$ cat src/rtl/core/vtpg_pkg.sv
// ----------------------------------------------------------------------------
// vtpg_pkg
// Shared types and constants of the RGB565 test pattern generator: register
// map, pattern codes, bar palette and the controller/datapath interface.
// ----------------------------------------------------------------------------
`default_nettype none

package vtpg_pkg;

    // Configuration port
    localparam int CFG_W = 12;
    localparam int IDX_W = 2;

    localparam logic [IDX_W-1:0] REG_FRAME_WIDTH  = 2'd0;
    localparam logic [IDX_W-1:0] REG_FRAME_HEIGHT = 2'd1;
    localparam logic [IDX_W-1:0] REG_PATTERN      = 2'd2;

    localparam logic [CFG_W-1:0] FRAME_WIDTH_RESET  = 12'd640;
    localparam logic [CFG_W-1:0] FRAME_HEIGHT_RESET = 12'd480;

    // Pattern codes (any other code draws the grid)
    localparam int PAT_W = 2;
    localparam logic [PAT_W-1:0] PAT_BARS    = 2'd0;
    localparam logic [PAT_W-1:0] PAT_RAMP    = 2'd1;
    localparam logic [PAT_W-1:0] PAT_RESET   = 2'd0;

    // Pixel payload
    localparam int COLOR_W = 16;
    localparam int POS_W   = 11;

    localparam logic [COLOR_W-1:0] COLOR_WHITE = 16'hFFFF;
    localparam logic [COLOR_W-1:0] COLOR_BLACK = 16'h0000;

    // Color bars
    localparam int BAR_COUNT = 7;
    localparam int BIDX_W    = 3;
    localparam logic [BIDX_W-1:0] BAR_LAST = 3'd6;
    localparam logic [CFG_W-1:0]  MIN_WIDTH = 12'd7;

    localparam logic [COLOR_W-1:0] BAR_PALETTE [BAR_COUNT] = '{
        16'hF800, 16'h07E0, 16'h001F, 16'hFFFF, 16'h07FF, 16'hF81F, 16'hFFE0
    };

    // Bar width = width / 7 by reciprocal multiply: ceil(2^14 / 7), exact below 5461
    localparam int BAR_RECIP_W     = 12;
    localparam int BAR_PROD_W      = CFG_W + BAR_RECIP_W;
    localparam int BAR_RECIP_SHIFT = 14;
    localparam logic [BAR_RECIP_W-1:0] BAR_RECIP = 12'd2341;

    // Grey ramp
    localparam int GRAY_W = 8;
    localparam logic [GRAY_W-1:0] GRAY_MAX = 8'd255;

    // Shared divider: dividend is column * 255 at most
    localparam int DVW       = CFG_W + GRAY_W;
    localparam int DIV_CNT_W = $clog2(DVW);

    // Divisions run after reset and after every register write
    typedef enum logic [1:0] {
        DIV_STEP    = 2'd0,   // 255 / width
        DIV_BAR_IDX = 2'd1,   // column / bar width
        DIV_GRAY    = 2'd2    // column * 255 / width
    } div_op_t;

    typedef struct packed {
        logic    run;
        logic    div_start;
        div_op_t div_op;
    } ctrl_cmd_t;

    typedef struct packed {
        logic div_done;
    } ctrl_status_t;

endpackage

`default_nettype wire

$ cat src/rtl/core/vtpg_div.sv
// ----------------------------------------------------------------------------
// vtpg_div
// Restoring radix-2 divider, one quotient bit per clock. A start reloads it
// and cancels any division still running.
// ----------------------------------------------------------------------------
`default_nettype none

module vtpg_div
    import vtpg_pkg::*;
(
    input  wire logic             clk,
    input  wire logic             rst_n,
    input  wire logic             start,
    input  wire logic [DVW-1:0]   dividend,
    input  wire logic [CFG_W-1:0] divisor,
    output logic                  done,
    output logic [DVW-1:0]        quotient,
    output logic [CFG_W-1:0]      remainder
);

    localparam logic [DIV_CNT_W-1:0] CNT_LAST = DIV_CNT_W'(DVW - 1);

    logic [DVW-1:0]       quo_reg, quo_next;
    logic [CFG_W-1:0]     rem_reg, rem_next;
    logic [CFG_W-1:0]     dsr_reg;
    logic [DIV_CNT_W-1:0] cnt_reg;
    logic                 busy_reg;
    logic                 done_reg;

    logic [CFG_W:0] r_shift;
    logic [CFG_W:0] r_diff;
    logic           fits;

    // One trial subtraction per cycle
    always_comb
    begin
        r_shift  = {rem_reg, quo_reg[DVW-1]};
        fits     = r_shift >= {1'b0, dsr_reg};
        r_diff   = fits ? (r_shift - {1'b0, dsr_reg}) : r_shift;
        rem_next = r_diff[CFG_W-1:0];
        quo_next = {quo_reg[DVW-2:0], fits};
    end

    // Control
    always_ff @(posedge clk or negedge rst_n)
    begin
        if (!rst_n)
        begin
            busy_reg <= 1'b0;
            done_reg <= 1'b0;
            cnt_reg  <= '0;
        end
        else if (start)
        begin
            busy_reg <= 1'b1;
            done_reg <= 1'b0;
            cnt_reg  <= CNT_LAST;
        end
        else
        begin
            done_reg <= busy_reg && (cnt_reg == '0);
            if (busy_reg)
            begin
                if (cnt_reg == '0)
                    busy_reg <= 1'b0;
                else
                    cnt_reg <= cnt_reg - 1'b1;
            end
        end
    end

    // Datapath
    always_ff @(posedge clk)
    begin
        if (start)
        begin
            quo_reg <= dividend;
            rem_reg <= '0;
            dsr_reg <= divisor;
        end
        else if (busy_reg)
        begin
            quo_reg <= quo_next;
            rem_reg <= rem_next;
        end
    end

    // A stale done never reaches a freshly started division
    assign done      = done_reg && !start;
    assign quotient  = quo_reg;
    assign remainder = rem_reg;

endmodule

`default_nettype wire

$ cat src/rtl/core/vtpg_ctrl.sv
// ----------------------------------------------------------------------------
// vtpg_ctrl
// Sequencer: after reset and after each register write it runs the three
// setup divisions on the shared divider, then lets pixels flow.
// ----------------------------------------------------------------------------
`default_nettype none

module vtpg_ctrl
    import vtpg_pkg::*;
(
    input  wire logic         clk,
    input  wire logic         rst_n,
    input  wire logic         cfg_write,
    input  wire ctrl_status_t status,
    output ctrl_cmd_t         cmd
);

    typedef enum logic [1:0] {
        ST_ISSUE,
        ST_WAIT,
        ST_RUN
    } state_t;

    state_t  state_reg;
    div_op_t op_reg;
    logic    start_reg;
    logic    run_reg;

    // State and registered commands
    always_ff @(posedge clk or negedge rst_n)
    begin
        if (!rst_n)
        begin
            state_reg <= ST_ISSUE;
            op_reg    <= DIV_STEP;
            start_reg <= 1'b0;
            run_reg   <= 1'b0;
        end
        else if (cfg_write)
        begin
            // new geometry: redo all setup divisions
            state_reg <= ST_ISSUE;
            op_reg    <= DIV_STEP;
            start_reg <= 1'b0;
            run_reg   <= 1'b0;
        end
        else
        begin
            unique case (state_reg)
                ST_ISSUE:
                begin
                    start_reg <= 1'b1;
                    state_reg <= ST_WAIT;
                end
                ST_WAIT:
                begin
                    start_reg <= 1'b0;
                    if (status.div_done)
                    begin
                        unique case (op_reg)
                            DIV_STEP:    op_reg <= DIV_BAR_IDX;
                            DIV_BAR_IDX: op_reg <= DIV_GRAY;
                            DIV_GRAY:    op_reg <= DIV_GRAY;
                            default:     op_reg <= DIV_STEP;
                        endcase
                        if (op_reg == DIV_GRAY)
                        begin
                            state_reg <= ST_RUN;
                            run_reg   <= 1'b1;
                        end
                        else
                            state_reg <= ST_ISSUE;
                    end
                end
                ST_RUN:
                begin
                    start_reg <= 1'b0;
                end
                default:
                begin
                    state_reg <= ST_ISSUE;
                    op_reg    <= DIV_STEP;
                    start_reg <= 1'b0;
                    run_reg   <= 1'b0;
                end
            endcase
        end
    end

    assign cmd.run       = run_reg;
    assign cmd.div_start = start_reg;
    assign cmd.div_op    = op_reg;

endmodule

`default_nettype wire

$ cat src/rtl/core/vtpg_datapath.sv
// ----------------------------------------------------------------------------
// vtpg_datapath
// Registers, raster counters, incremental bar/ramp/grid accumulators, the
// shared divider that seeds them, and the output register.
// ----------------------------------------------------------------------------
`default_nettype none

module vtpg_datapath
    import vtpg_pkg::*;
#(
    parameter int MAX_WIDTH    = 2048,
    parameter int MAX_HEIGHT   = 2048,
    parameter int GRID_SPACING = 64
)
(
    input  wire logic               clk,
    input  wire logic               rst_n,
    input  wire ctrl_cmd_t          cmd,
    output ctrl_status_t            status,
    input  wire logic               cfg_write,
    input  wire logic [IDX_W-1:0]   cfg_index,
    input  wire logic [CFG_W-1:0]   cfg_data,
    input  wire logic               in_valid,
    output logic                    in_stall,
    input  wire logic               restart,
    output logic                    out_valid,
    input  wire logic               out_stall,
    output logic [COLOR_W-1:0]      pixel_color,
    output logic [POS_W-1:0]        pixel_column,
    output logic [POS_W-1:0]        pixel_row,
    output logic                    end_of_line,
    output logic                    end_of_frame
);

    // Counter widths; columns and rows never reach the 12-bit register limit
    localparam int CW_RAW = $clog2(MAX_WIDTH);
    localparam int CW     = (CW_RAW < CFG_W) ? CW_RAW : CFG_W;
    localparam int RW_RAW = (MAX_HEIGHT > 1) ? $clog2(MAX_HEIGHT) : 1;
    localparam int RW     = (RW_RAW < CFG_W) ? RW_RAW : CFG_W;
    localparam int GW     = $clog2(GRID_SPACING);
    localparam logic [GW-1:0] GRID_LAST = GW'(GRID_SPACING - 1);

    // Configuration registers
    logic [CFG_W-1:0] fw_reg;
    logic [CFG_W-1:0] fh_reg;
    logic [PAT_W-1:0] pat_reg;

    // Setup results
    logic [CFG_W-1:0]  bar_w_reg;
    logic [GRAY_W-1:0] q255_reg;
    logic [CFG_W-1:0]  r255_reg;

    // Raster state and accumulators tracking the stored column/row
    logic [CW-1:0]     col_reg;
    logic [RW-1:0]     row_reg;
    logic [BIDX_W-1:0] bidx_reg;
    logic [CFG_W-1:0]  brem_reg;
    logic [GRAY_W-1:0] gq_reg;
    logic [CFG_W-1:0]  gr_reg;
    logic [GW-1:0]     gx_reg;
    logic [GW-1:0]     gy_reg;

    // Output register
    logic               out_valid_reg;
    logic [COLOR_W-1:0] color_reg;
    logic [POS_W-1:0]   column_reg;
    logic [POS_W-1:0]   row_out_reg;
    logic               eol_reg;
    logic               eof_reg;

    // Divider hookup
    logic [DVW-1:0]   div_dvd;
    logic [CFG_W-1:0] div_dsr;
    logic             div_done;
    logic [DVW-1:0]   div_quot;
    logic [CFG_W-1:0] div_rem;

    logic in_fire;

    // Effective geometry
    logic [CFG_W-1:0] w_eff;
    logic [CFG_W-1:0] h_eff;

    always_comb
    begin
        if (fw_reg < MIN_WIDTH)
            w_eff = MIN_WIDTH;
        else if (32'(fw_reg) > MAX_WIDTH)
            w_eff = CFG_W'(MAX_WIDTH);
        else
            w_eff = fw_reg;

        if (fh_reg == '0)
            h_eff = CFG_W'(1);
        else if (32'(fh_reg) > MAX_HEIGHT)
            h_eff = CFG_W'(MAX_HEIGHT);
        else
            h_eff = fh_reg;
    end

    // Bar width from the effective width
    logic [BAR_PROD_W-1:0] bar_prod;
    logic [CFG_W-1:0]      bar_w_c;

    always_comb
    begin
        bar_prod = BAR_PROD_W'(w_eff) * BAR_PROD_W'(BAR_RECIP);
        bar_w_c  = CFG_W'(bar_prod >> BAR_RECIP_SHIFT);
    end

    // Handshake
    assign in_stall = !cmd.run || (out_valid_reg && out_stall);
    assign in_fire  = in_valid && !in_stall;

    // Position of the pixel about to be emitted
    logic [CFG_W-1:0] col_ext;
    logic [CFG_W-1:0] row_ext;
    logic             col_over;
    logic             wrap_col;
    logic [CW-1:0]    x_sel;
    logic [CFG_W-1:0] x_ext;
    logic [CFG_W:0]   y_pre;
    logic [GW-1:0]    gy_pre;
    logic [GW-1:0]    gy_inc;
    logic [RW-1:0]    y_sel;
    logic [CFG_W-1:0] y_ext;
    logic [GW-1:0]    gy_sel;
    logic             eol_c;
    logic             eof_c;

    always_comb
    begin
        col_ext  = CFG_W'(col_reg);
        row_ext  = CFG_W'(row_reg);
        col_over = col_ext >= w_eff;
        wrap_col = restart || col_over;
        x_sel    = wrap_col ? '0 : col_reg;
        x_ext    = CFG_W'(x_sel);

        gy_inc = (gy_reg == GRID_LAST) ? '0 : gy_reg + 1'b1;
        if (restart)
        begin
            y_pre  = '0;
            gy_pre = '0;
        end
        else if (col_over)
        begin
            y_pre  = {1'b0, row_ext} + 1'b1;
            gy_pre = gy_inc;
        end
        else
        begin
            y_pre  = {1'b0, row_ext};
            gy_pre = gy_reg;
        end

        if (y_pre >= {1'b0, h_eff})
        begin
            y_sel  = '0;
            gy_sel = '0;
        end
        else
        begin
            y_sel  = RW'(y_pre);
            gy_sel = gy_pre;
        end
        y_ext = CFG_W'(y_sel);

        eol_c = x_ext == (w_eff - 1'b1);
        eof_c = eol_c && (y_ext == (h_eff - 1'b1));
    end

    // Accumulators for the emitted pixel and their advance by one column
    logic [BIDX_W-1:0] bidx_s,  bidx_next;
    logic [CFG_W-1:0]  brem_s,  brem_next;
    logic [GRAY_W-1:0] gq_s,    gq_next;
    logic [CFG_W-1:0]  gr_s,    gr_next;
    logic [GW-1:0]     gx_s,    gx_next;
    logic [CFG_W:0]    gr_sum;
    logic              gr_carry;

    always_comb
    begin
        bidx_s = wrap_col ? '0 : bidx_reg;
        brem_s = wrap_col ? '0 : brem_reg;
        gq_s   = wrap_col ? '0 : gq_reg;
        gr_s   = wrap_col ? '0 : gr_reg;
        gx_s   = wrap_col ? '0 : gx_reg;

        // bar index saturates on the last bar
        if (bidx_s == BAR_LAST)
        begin
            bidx_next = bidx_s;
            brem_next = brem_s;
        end
        else if ((brem_s + 1'b1) == bar_w_reg)
        begin
            bidx_next = bidx_s + 1'b1;
            brem_next = '0;
        end
        else
        begin
            bidx_next = bidx_s;
            brem_next = brem_s + 1'b1;
        end

        // ramp: add 255/W with remainder carry
        gr_sum   = {1'b0, gr_s} + {1'b0, r255_reg};
        gr_carry = gr_sum >= {1'b0, w_eff};
        gr_next  = gr_carry ? CFG_W'(gr_sum - {1'b0, w_eff}) : CFG_W'(gr_sum);
        gq_next  = gq_s + q255_reg + GRAY_W'(gr_carry);

        gx_next = (gx_s == GRID_LAST) ? '0 : gx_s + 1'b1;
    end

    // Pixel color
    logic [COLOR_W-1:0] color_c;

    always_comb
    begin
        case (pat_reg)
            PAT_BARS: color_c = BAR_PALETTE[bidx_s];
            PAT_RAMP: color_c = {gq_s[7:3], gq_s[7:2], gq_s[7:3]};
            default:
            begin
                if (gx_s == '0 || gy_sel == '0)
                    color_c = COLOR_WHITE;
                else
                    color_c = COLOR_BLACK;
            end
        endcase
    end

    // Configuration registers
    always_ff @(posedge clk or negedge rst_n)
    begin
        if (!rst_n)
        begin
            fw_reg  <= FRAME_WIDTH_RESET;
            fh_reg  <= FRAME_HEIGHT_RESET;
            pat_reg <= PAT_RESET;
        end
        else if (cfg_write)
        begin
            unique case (cfg_index)
                REG_FRAME_WIDTH:  fw_reg  <= cfg_data;
                REG_FRAME_HEIGHT: fh_reg  <= cfg_data;
                REG_PATTERN:      pat_reg <= cfg_data[PAT_W-1:0];
                default:          ;
            endcase
        end
    end

    // Divider operand select
    always_comb
    begin
        unique case (cmd.div_op)
            DIV_STEP:
            begin
                div_dvd = DVW'(GRAY_MAX);
                div_dsr = w_eff;
            end
            DIV_BAR_IDX:
            begin
                div_dvd = DVW'(col_ext);
                div_dsr = bar_w_reg;
            end
            DIV_GRAY:
            begin
                div_dvd = {col_ext, {GRAY_W{1'b0}}} - DVW'(col_ext);
                div_dsr = w_eff;
            end
            default:
            begin
                div_dvd = '0;
                div_dsr = w_eff;
            end
        endcase
    end

    vtpg_div u_div (
        .clk       (clk),
        .rst_n     (rst_n),
        .start     (cmd.div_start),
        .dividend  (div_dvd),
        .divisor   (div_dsr),
        .done      (div_done),
        .quotient  (div_quot),
        .remainder (div_rem)
    );

    assign status.div_done = div_done;

    // Setup results
    always_ff @(posedge clk)
    begin
        bar_w_reg <= bar_w_c;
        if (div_done)
        begin
            case (cmd.div_op)
                DIV_STEP:
                begin
                    q255_reg <= div_quot[GRAY_W-1:0];
                    r255_reg <= div_rem;
                end
                default:   ;
            endcase
        end
    end

    // Raster counters and accumulators
    always_ff @(posedge clk or negedge rst_n)
    begin
        if (!rst_n)
        begin
            col_reg  <= '0;
            row_reg  <= '0;
            bidx_reg <= '0;
            brem_reg <= '0;
            gq_reg   <= '0;
            gr_reg   <= '0;
            gx_reg   <= '0;
            gy_reg   <= '0;
        end
        else if (in_fire)
        begin
            if (eol_c)
            begin
                col_reg  <= '0;
                bidx_reg <= '0;
                brem_reg <= '0;
                gq_reg   <= '0;
                gr_reg   <= '0;
                gx_reg   <= '0;
                if (eof_c)
                begin
                    row_reg <= '0;
                    gy_reg  <= '0;
                end
                else
                begin
                    row_reg <= y_sel + 1'b1;
                    gy_reg  <= (gy_sel == GRID_LAST) ? '0 : gy_sel + 1'b1;
                end
            end
            else
            begin
                col_reg  <= x_sel + 1'b1;
                bidx_reg <= bidx_next;
                brem_reg <= brem_next;
                gq_reg   <= gq_next;
                gr_reg   <= gr_next;
                gx_reg   <= gx_next;
                row_reg  <= y_sel;
                gy_reg   <= gy_sel;
            end
        end
        else if (div_done)
        begin
            // seed the accumulators for the stored column
            case (cmd.div_op)
                DIV_BAR_IDX:
                begin
                    bidx_reg <= (div_quot >= DVW'(BAR_LAST)) ? BAR_LAST
                                                             : div_quot[BIDX_W-1:0];
                    brem_reg <= div_rem;
                end
                DIV_GRAY:
                begin
                    gq_reg <= div_quot[GRAY_W-1:0];
                    gr_reg <= div_rem;
                end
                default: ;
            endcase
        end
    end

    // Output register
    always_ff @(posedge clk or negedge rst_n)
    begin
        if (!rst_n)
            out_valid_reg <= 1'b0;
        else if (in_fire)
            out_valid_reg <= 1'b1;
        else if (!out_stall)
            out_valid_reg <= 1'b0;
    end

    always_ff @(posedge clk)
    begin
        if (in_fire)
        begin
            color_reg   <= color_c;
            column_reg  <= x_ext[POS_W-1:0];
            row_out_reg <= y_ext[POS_W-1:0];
            eol_reg     <= eol_c;
            eof_reg     <= eof_c;
        end
    end

    assign out_valid    = out_valid_reg;
    assign pixel_color  = color_reg;
    assign pixel_column = column_reg;
    assign pixel_row    = row_out_reg;
    assign end_of_line  = eol_reg;
    assign end_of_frame = eof_reg;

    // Checks
    a_eof_is_eol: assert property (@(posedge clk) disable iff (!rst_n)
        out_valid_reg && eof_reg |-> eol_reg)
        else $error("end of frame without end of line");

    a_bidx_range: assert property (@(posedge clk) disable iff (!rst_n)
        bidx_reg <= BAR_LAST)
        else $error("bar index past last bar");

    a_ramp_rem: assert property (@(posedge clk) disable iff (!rst_n)
        cmd.run |-> gr_reg < w_eff)
        else $error("ramp remainder not below width");

    a_col_step: assert property (@(posedge clk) disable iff (!rst_n)
        in_fire && !wrap_col && !eol_c |=> col_reg == $past(col_reg) + 1'b1)
        else $error("column did not advance by one");

endmodule

`default_nettype wire

$ cat src/rtl/core/video_test_pattern_generator_core.sv
// ----------------------------------------------------------------------------
// video_test_pattern_generator_core
// RGB565 test pattern source: color bars, grey ramp or grid, raster order.
// ----------------------------------------------------------------------------
// One input beat produces one pixel beat. While running, the core takes a
// beat every clock and keeps doing so as long as the output side drains; an
// output register decouples the two channels. Bars, ramp and grid come from
// incremental accumulators, so no per-pixel division is needed; the bar width
// is a reciprocal multiply of the width. After reset and after every register
// write the core seeds the accumulators with three divisions on a shared
// one-bit-per-clock divider; in_stall stays high until the third one is done.
`default_nettype none

module video_test_pattern_generator_core
    import vtpg_pkg::*;
#(
    parameter int MAX_WIDTH    = 2048,
    parameter int MAX_HEIGHT   = 2048,
    parameter int GRID_SPACING = 64
)
(
    input  wire logic               clk,
    input  wire logic               rst_n,
    input  wire logic               cfg_write,
    input  wire logic [IDX_W-1:0]   cfg_index,
    input  wire logic [CFG_W-1:0]   cfg_data,
    input  wire logic               in_valid,
    output logic                    in_stall,
    input  wire logic               restart,
    output logic                    out_valid,
    input  wire logic               out_stall,
    output logic [COLOR_W-1:0]      pixel_color,
    output logic [POS_W-1:0]        pixel_column,
    output logic [POS_W-1:0]        pixel_row,
    output logic                    end_of_line,
    output logic                    end_of_frame
);

    ctrl_cmd_t    cmd;
    ctrl_status_t status;

    // Sequencer
    vtpg_ctrl u_ctrl (
        .clk       (clk),
        .rst_n     (rst_n),
        .cfg_write (cfg_write),
        .status    (status),
        .cmd       (cmd)
    );

    // Datapath
    vtpg_datapath #(
        .MAX_WIDTH    (MAX_WIDTH),
        .MAX_HEIGHT   (MAX_HEIGHT),
        .GRID_SPACING (GRID_SPACING)
    ) u_datapath (
        .clk          (clk),
        .rst_n        (rst_n),
        .cmd          (cmd),
        .status       (status),
        .cfg_write    (cfg_write),
        .cfg_index    (cfg_index),
        .cfg_data     (cfg_data),
        .in_valid     (in_valid),
        .in_stall     (in_stall),
        .restart      (restart),
        .out_valid    (out_valid),
        .out_stall    (out_stall),
        .pixel_color  (pixel_color),
        .pixel_column (pixel_column),
        .pixel_row    (pixel_row),
        .end_of_line  (end_of_line),
        .end_of_frame (end_of_frame)
    );

endmodule

`default_nettype wire
$ cat config.mk
export PLATFORM = sky130hd
export DESIGN_NAME = video_test_pattern_generator_core
export DESIGN_NICKNAME = d
export VERILOG_FILES = /design/src/rtl/core/vtpg_pkg.sv /design/src/rtl/core/vtpg_div.sv /design/src/rtl/core/vtpg_ctrl.sv /design/src/rtl/core/vtpg_datapath.sv /design/src/rtl/core/video_test_pattern_generator_core.sv
export SDC_FILE = /design/constraint.sdc
export NUM_CORES = 1
export LEC_CHECK = 0
export BUFFER_PORTS_ARGS = -buffer_cell sky130_fd_sc_hd__buf_2
export CAP_MARGIN = 0
export CORE_MARGIN = 8
export CORE_UTILIZATION = 35
export DETAILED_ROUTE_END_ITERATION = 10
export PLACE_DENSITY = 0.55
export RECOVER_POWER = 50
export SETUP_SLACK_MARGIN = 0.4
export SYNTH_ARGS = -nofsm -noshare
export SYNTH_HDL_FRONTEND = slang
export SYNTH_SLANG_ARGS = --single-unit
$ cat constraint.sdc
create_clock -name clk -period 19.68 [get_ports clk]
set_input_delay 1.968 -clock clk [delete_from_list [all_inputs] [get_ports clk]]
set_output_delay 1.968 -clock clk [all_outputs]
set_load 0.02 [all_outputs]
==> key figures <==
Clock tree
  – Reg clk slew, reported paths: 0.06 ns
  – Clk Latency, worst-skew pair: roughly 0.58 ns
  – CTS tree: yes
  – Htree depth: 1
  – Longest Clk Path Bufs: 3
  – Post-CTS Setup Inserts: 0
  – Sink Count: 223
  – Post-CTS Resized: 0
  – CTS buffer count: 28
  – Post-cts hold buffer count: 0
  – Root buf cell: clkbuf_16

Die
  – Die width: 235 um
  – Initial core utilization: 0.352
  – Die height: 235 um
  – Io pins: 62
  – Core area: roughly 47,000 um2
  – Site Rows: 80
  – DIE AREA: 55,000 um2

Detailed routing
  – Drt pass-1 iters: 5
  – Via-to-Cell Ratio: 5.53
  – DRC: 0
  – WL final: roughly 49 mm
  – Total number of vias: 13,800
  – Drt wl/cell: between 15 and 20 um
  – Post-DRT Antenna Nets: 0
  – 1st-iter DRT viols: 1,186

Cells and area
  – Syn-to-layout area delta: 10.7%
  – Area taken by multi-input logic gates: 9960 um2
  – Sequential Area: 5940 um2
  – Share of cells above drive strength 1: 0.0897
  – Max reg flops: 20
  – Fillers: 4,736
  – Final nets: 2,055
  – ANT cells: 0
  – Cell area after layout: roughly 18,000 um2

Job
  – Max cap viols: 6

Critical path
  – Endpoint of the worst-slack reg-to-reg timing path: u_datapath.gq_reg[7]
  – Worst Setup Start Kind: register
  – Max stage delay on crit path: 0.72 ns
  – CP Data Arrival Time: 10.06 ns
  – Worst path slowest cell: nor2b_1
  – WS Path Type: register to register
  – Reg2reg setup slack: 10.04 ns
  – R2R Path Start: u_datapath.fw_reg[3]
  – WP data required: 20.10 ns
  – CP Capture Type: register
  – Reg2Reg Depth: 36
  – CP Max Fanout: 25

Synthesis
  – Synth Area per Inst: 9.16 um2
  – Synth top cells by count: nand2_1, ha_1, nor2_1
  – Synth Flop Type: dfrtp_1
  – Yosys Warn Count: 0
  – Ys async rst share: 0.489
  – Syn_nets: 2,029
  – Yosys cell types: 89
  – EDFF count, synth: 92
  – Synth area leaders: edfxtp_1, dfrtp_1, ha_1
  – Dominant cell by count in the synthesized netlist: nand2_1
  – Synthesized netlist cell count: approximately 1,800
  – Yosys reg bits: 223
  – Yosys top cell area share: 0.165
  – Mapped Area: 16,700 um2
  – Yosys top cell by area: edfxtp_1
  – Sequential share of the synthesized area: 0.355

Placed design
  – Placed cell area: 17,600 um2
  – IO Port Bufs: roughly 60
  – Final GP Congestion: 0.885
  – DP Wirelength: 36.5 mm

STA
  – Final min period: 9.64 ns
  – Worst Skew: 0.0200 ns
  – Final Hold Viols: 0
  – # setup viols final: 0
  – Final period utilization: 0.490
  – Pins Over Slew Limit: 239
  – RSZ-0062 raised after global routing: no
  – Fmax achieved: 104 MHz
  – Slew headroom: -1.66
  – Slew @ Worst Pin: 3.99 ns
  – Setup TNS: 0 ns

Status
  – Failing checks: capacitance limit, slew limit
  – Status: complete, but fails checks

Worst hold path
  – HP Class: register to register
  – Hold endpoint: u_datapath.u_div.cnt_reg[0]
  – Hold path start: u_datapath.u_div.cnt_reg[0]
  – Worst hold stages: 1

Global route
  – First-pass GRT wire length: 76.3 mm
  – Antenna violations before repair: 0
  – Total global-route track usage: 0.174
  – Vias in the first global route: 13,400
  – Grt ovf: 0
  – Largest net degree at the start of global routing: 68

Pwr
  – Peak supply drop: 83.7 uV
  – PD cells: 106 nW/um2
  – Lkg Pwr: 8.08 nW
critical path, delay by kind of cell, from the launching register on:
family | cells | cell delay (ns)
flops | 1 | 0.47
buf+inv | 2 | 0.62
fa+ha+maj | 4 | 1.20
simple gates | 11 | 2.80
xor+xnor | 2 | 0.30
compound gates | 17 | 4.06
layout by cell type (no fill, tap or decap), types with 10 or more instances in the layout:
cell type,n
dfrtp_1,103
mux2_2,29
edfxtp_1,92
a31oi_1,20
nor3_1,44
a21oi_1,77
mux2i_1,45
buf_2,59
and3_1,23
or3_1,16
nand2b_1,11
nor2_1,137
nand3b_1,10
nand3_1,45
o31ai_1,19
xor2_1,40
nor4_1,22
nand2_1,198
clkbuf_16,28
o21a_1,15
inv_1,130
o21ai_0,104
dfxtp_1,22
a21o_1,23
clkbuf_1,16
o22ai_1,16
o2bb2ai_1,13
fa_1,23
a211oi_1,15
nand4_1,29
xnor2_1,63
and2_1,31
buf_4,12
nor2b_1,23
ha_1,162
area by class of cell:
type	count	share of cell area
clock buffers	41	0.0422
well taps	615	0.0416
inverters	132	0.0269
repair buffers	77	0.0221
clock inverters	11	0.00737
flip-flops and latches	223	0.321
multi-input cells	1388	0.539
per-layer routing:
layer | GRT usage | part of all wire | wire length (um) | up-vias
met2 | 0.277 | 0.44 | 21500 | 408
met1 | 0.250 | 0.47 | 22900 | 6677
met5 | 0 | 0 | 0 | -
met3 | 0.0212 | 0.061 | 2970 | 61
met4 | 0.0422 | 0.024 | 1160 | 0
li1 | - | - | - | 6618
power by group:
group | internal [W] | switching [W]
logic | 0.000337 | 0.000450
registers | 0.000570 | 0.0000935
clock network | 0.000302 | 0.000215
total | 0.00121 | 0.000758
through the flow:
step / std cells / hold WS (ns) / worst slack, ns / util / power, W
floorplan: 1824 / 0.461 / 11.07 / - / 0.00123
global placement: 2435 / 0.490 / 10.60 / 0.371 / 0.00145
detailed placement: 2435 / 0.498 / 10.47 / 0.371 / 0.00146
CTS: 2487 / 0.513 / 10.40 / 0.390 / 0.00198
global route: 2487 / 0.526 / 9.40 / 0.390 / 0.00211
finish: 2487 / 0.510 / 10.04 / 0.390 / 0.00197
cells by family after synthesis:
group / count (synthesis) / synth area share
AOI/OAI and AO/OA: 394 / 0.156
xor gates and xnor gates: 105 / 0.0567
adders and majority gates: 185 / 0.149
buffers and inverters: 213 / 0.0490
DFF: 223 / 0.355
muxes: 74 / 0.0465
and+or+nand+nor: 630 / 0.187
worst max path at each step:
stage / endpoint / slack, ns / from
2_1_floorplan: u_datapath.gq_reg[7] / 11.07 / u_datapath.fw_reg[3]
3_3_place_gp: u_datapath.gq_reg[7] / 10.60 / u_datapath.fw_reg[3]
3_5_place_dp: u_datapath.gq_reg[7] / 10.47 / u_datapath.fw_reg[3]
4_1_cts: u_datapath.gq_reg[7] / 10.40 / u_datapath.fw_reg[3]
5_1_grt: u_datapath.gq_reg[7] / 9.40 / u_datapath.fw_reg[3]
6_report: u_datapath.gq_reg[7] / 10.04 / u_datapath.fw_reg[3]
Note: power is estimated with default switching activity, not from simulation.
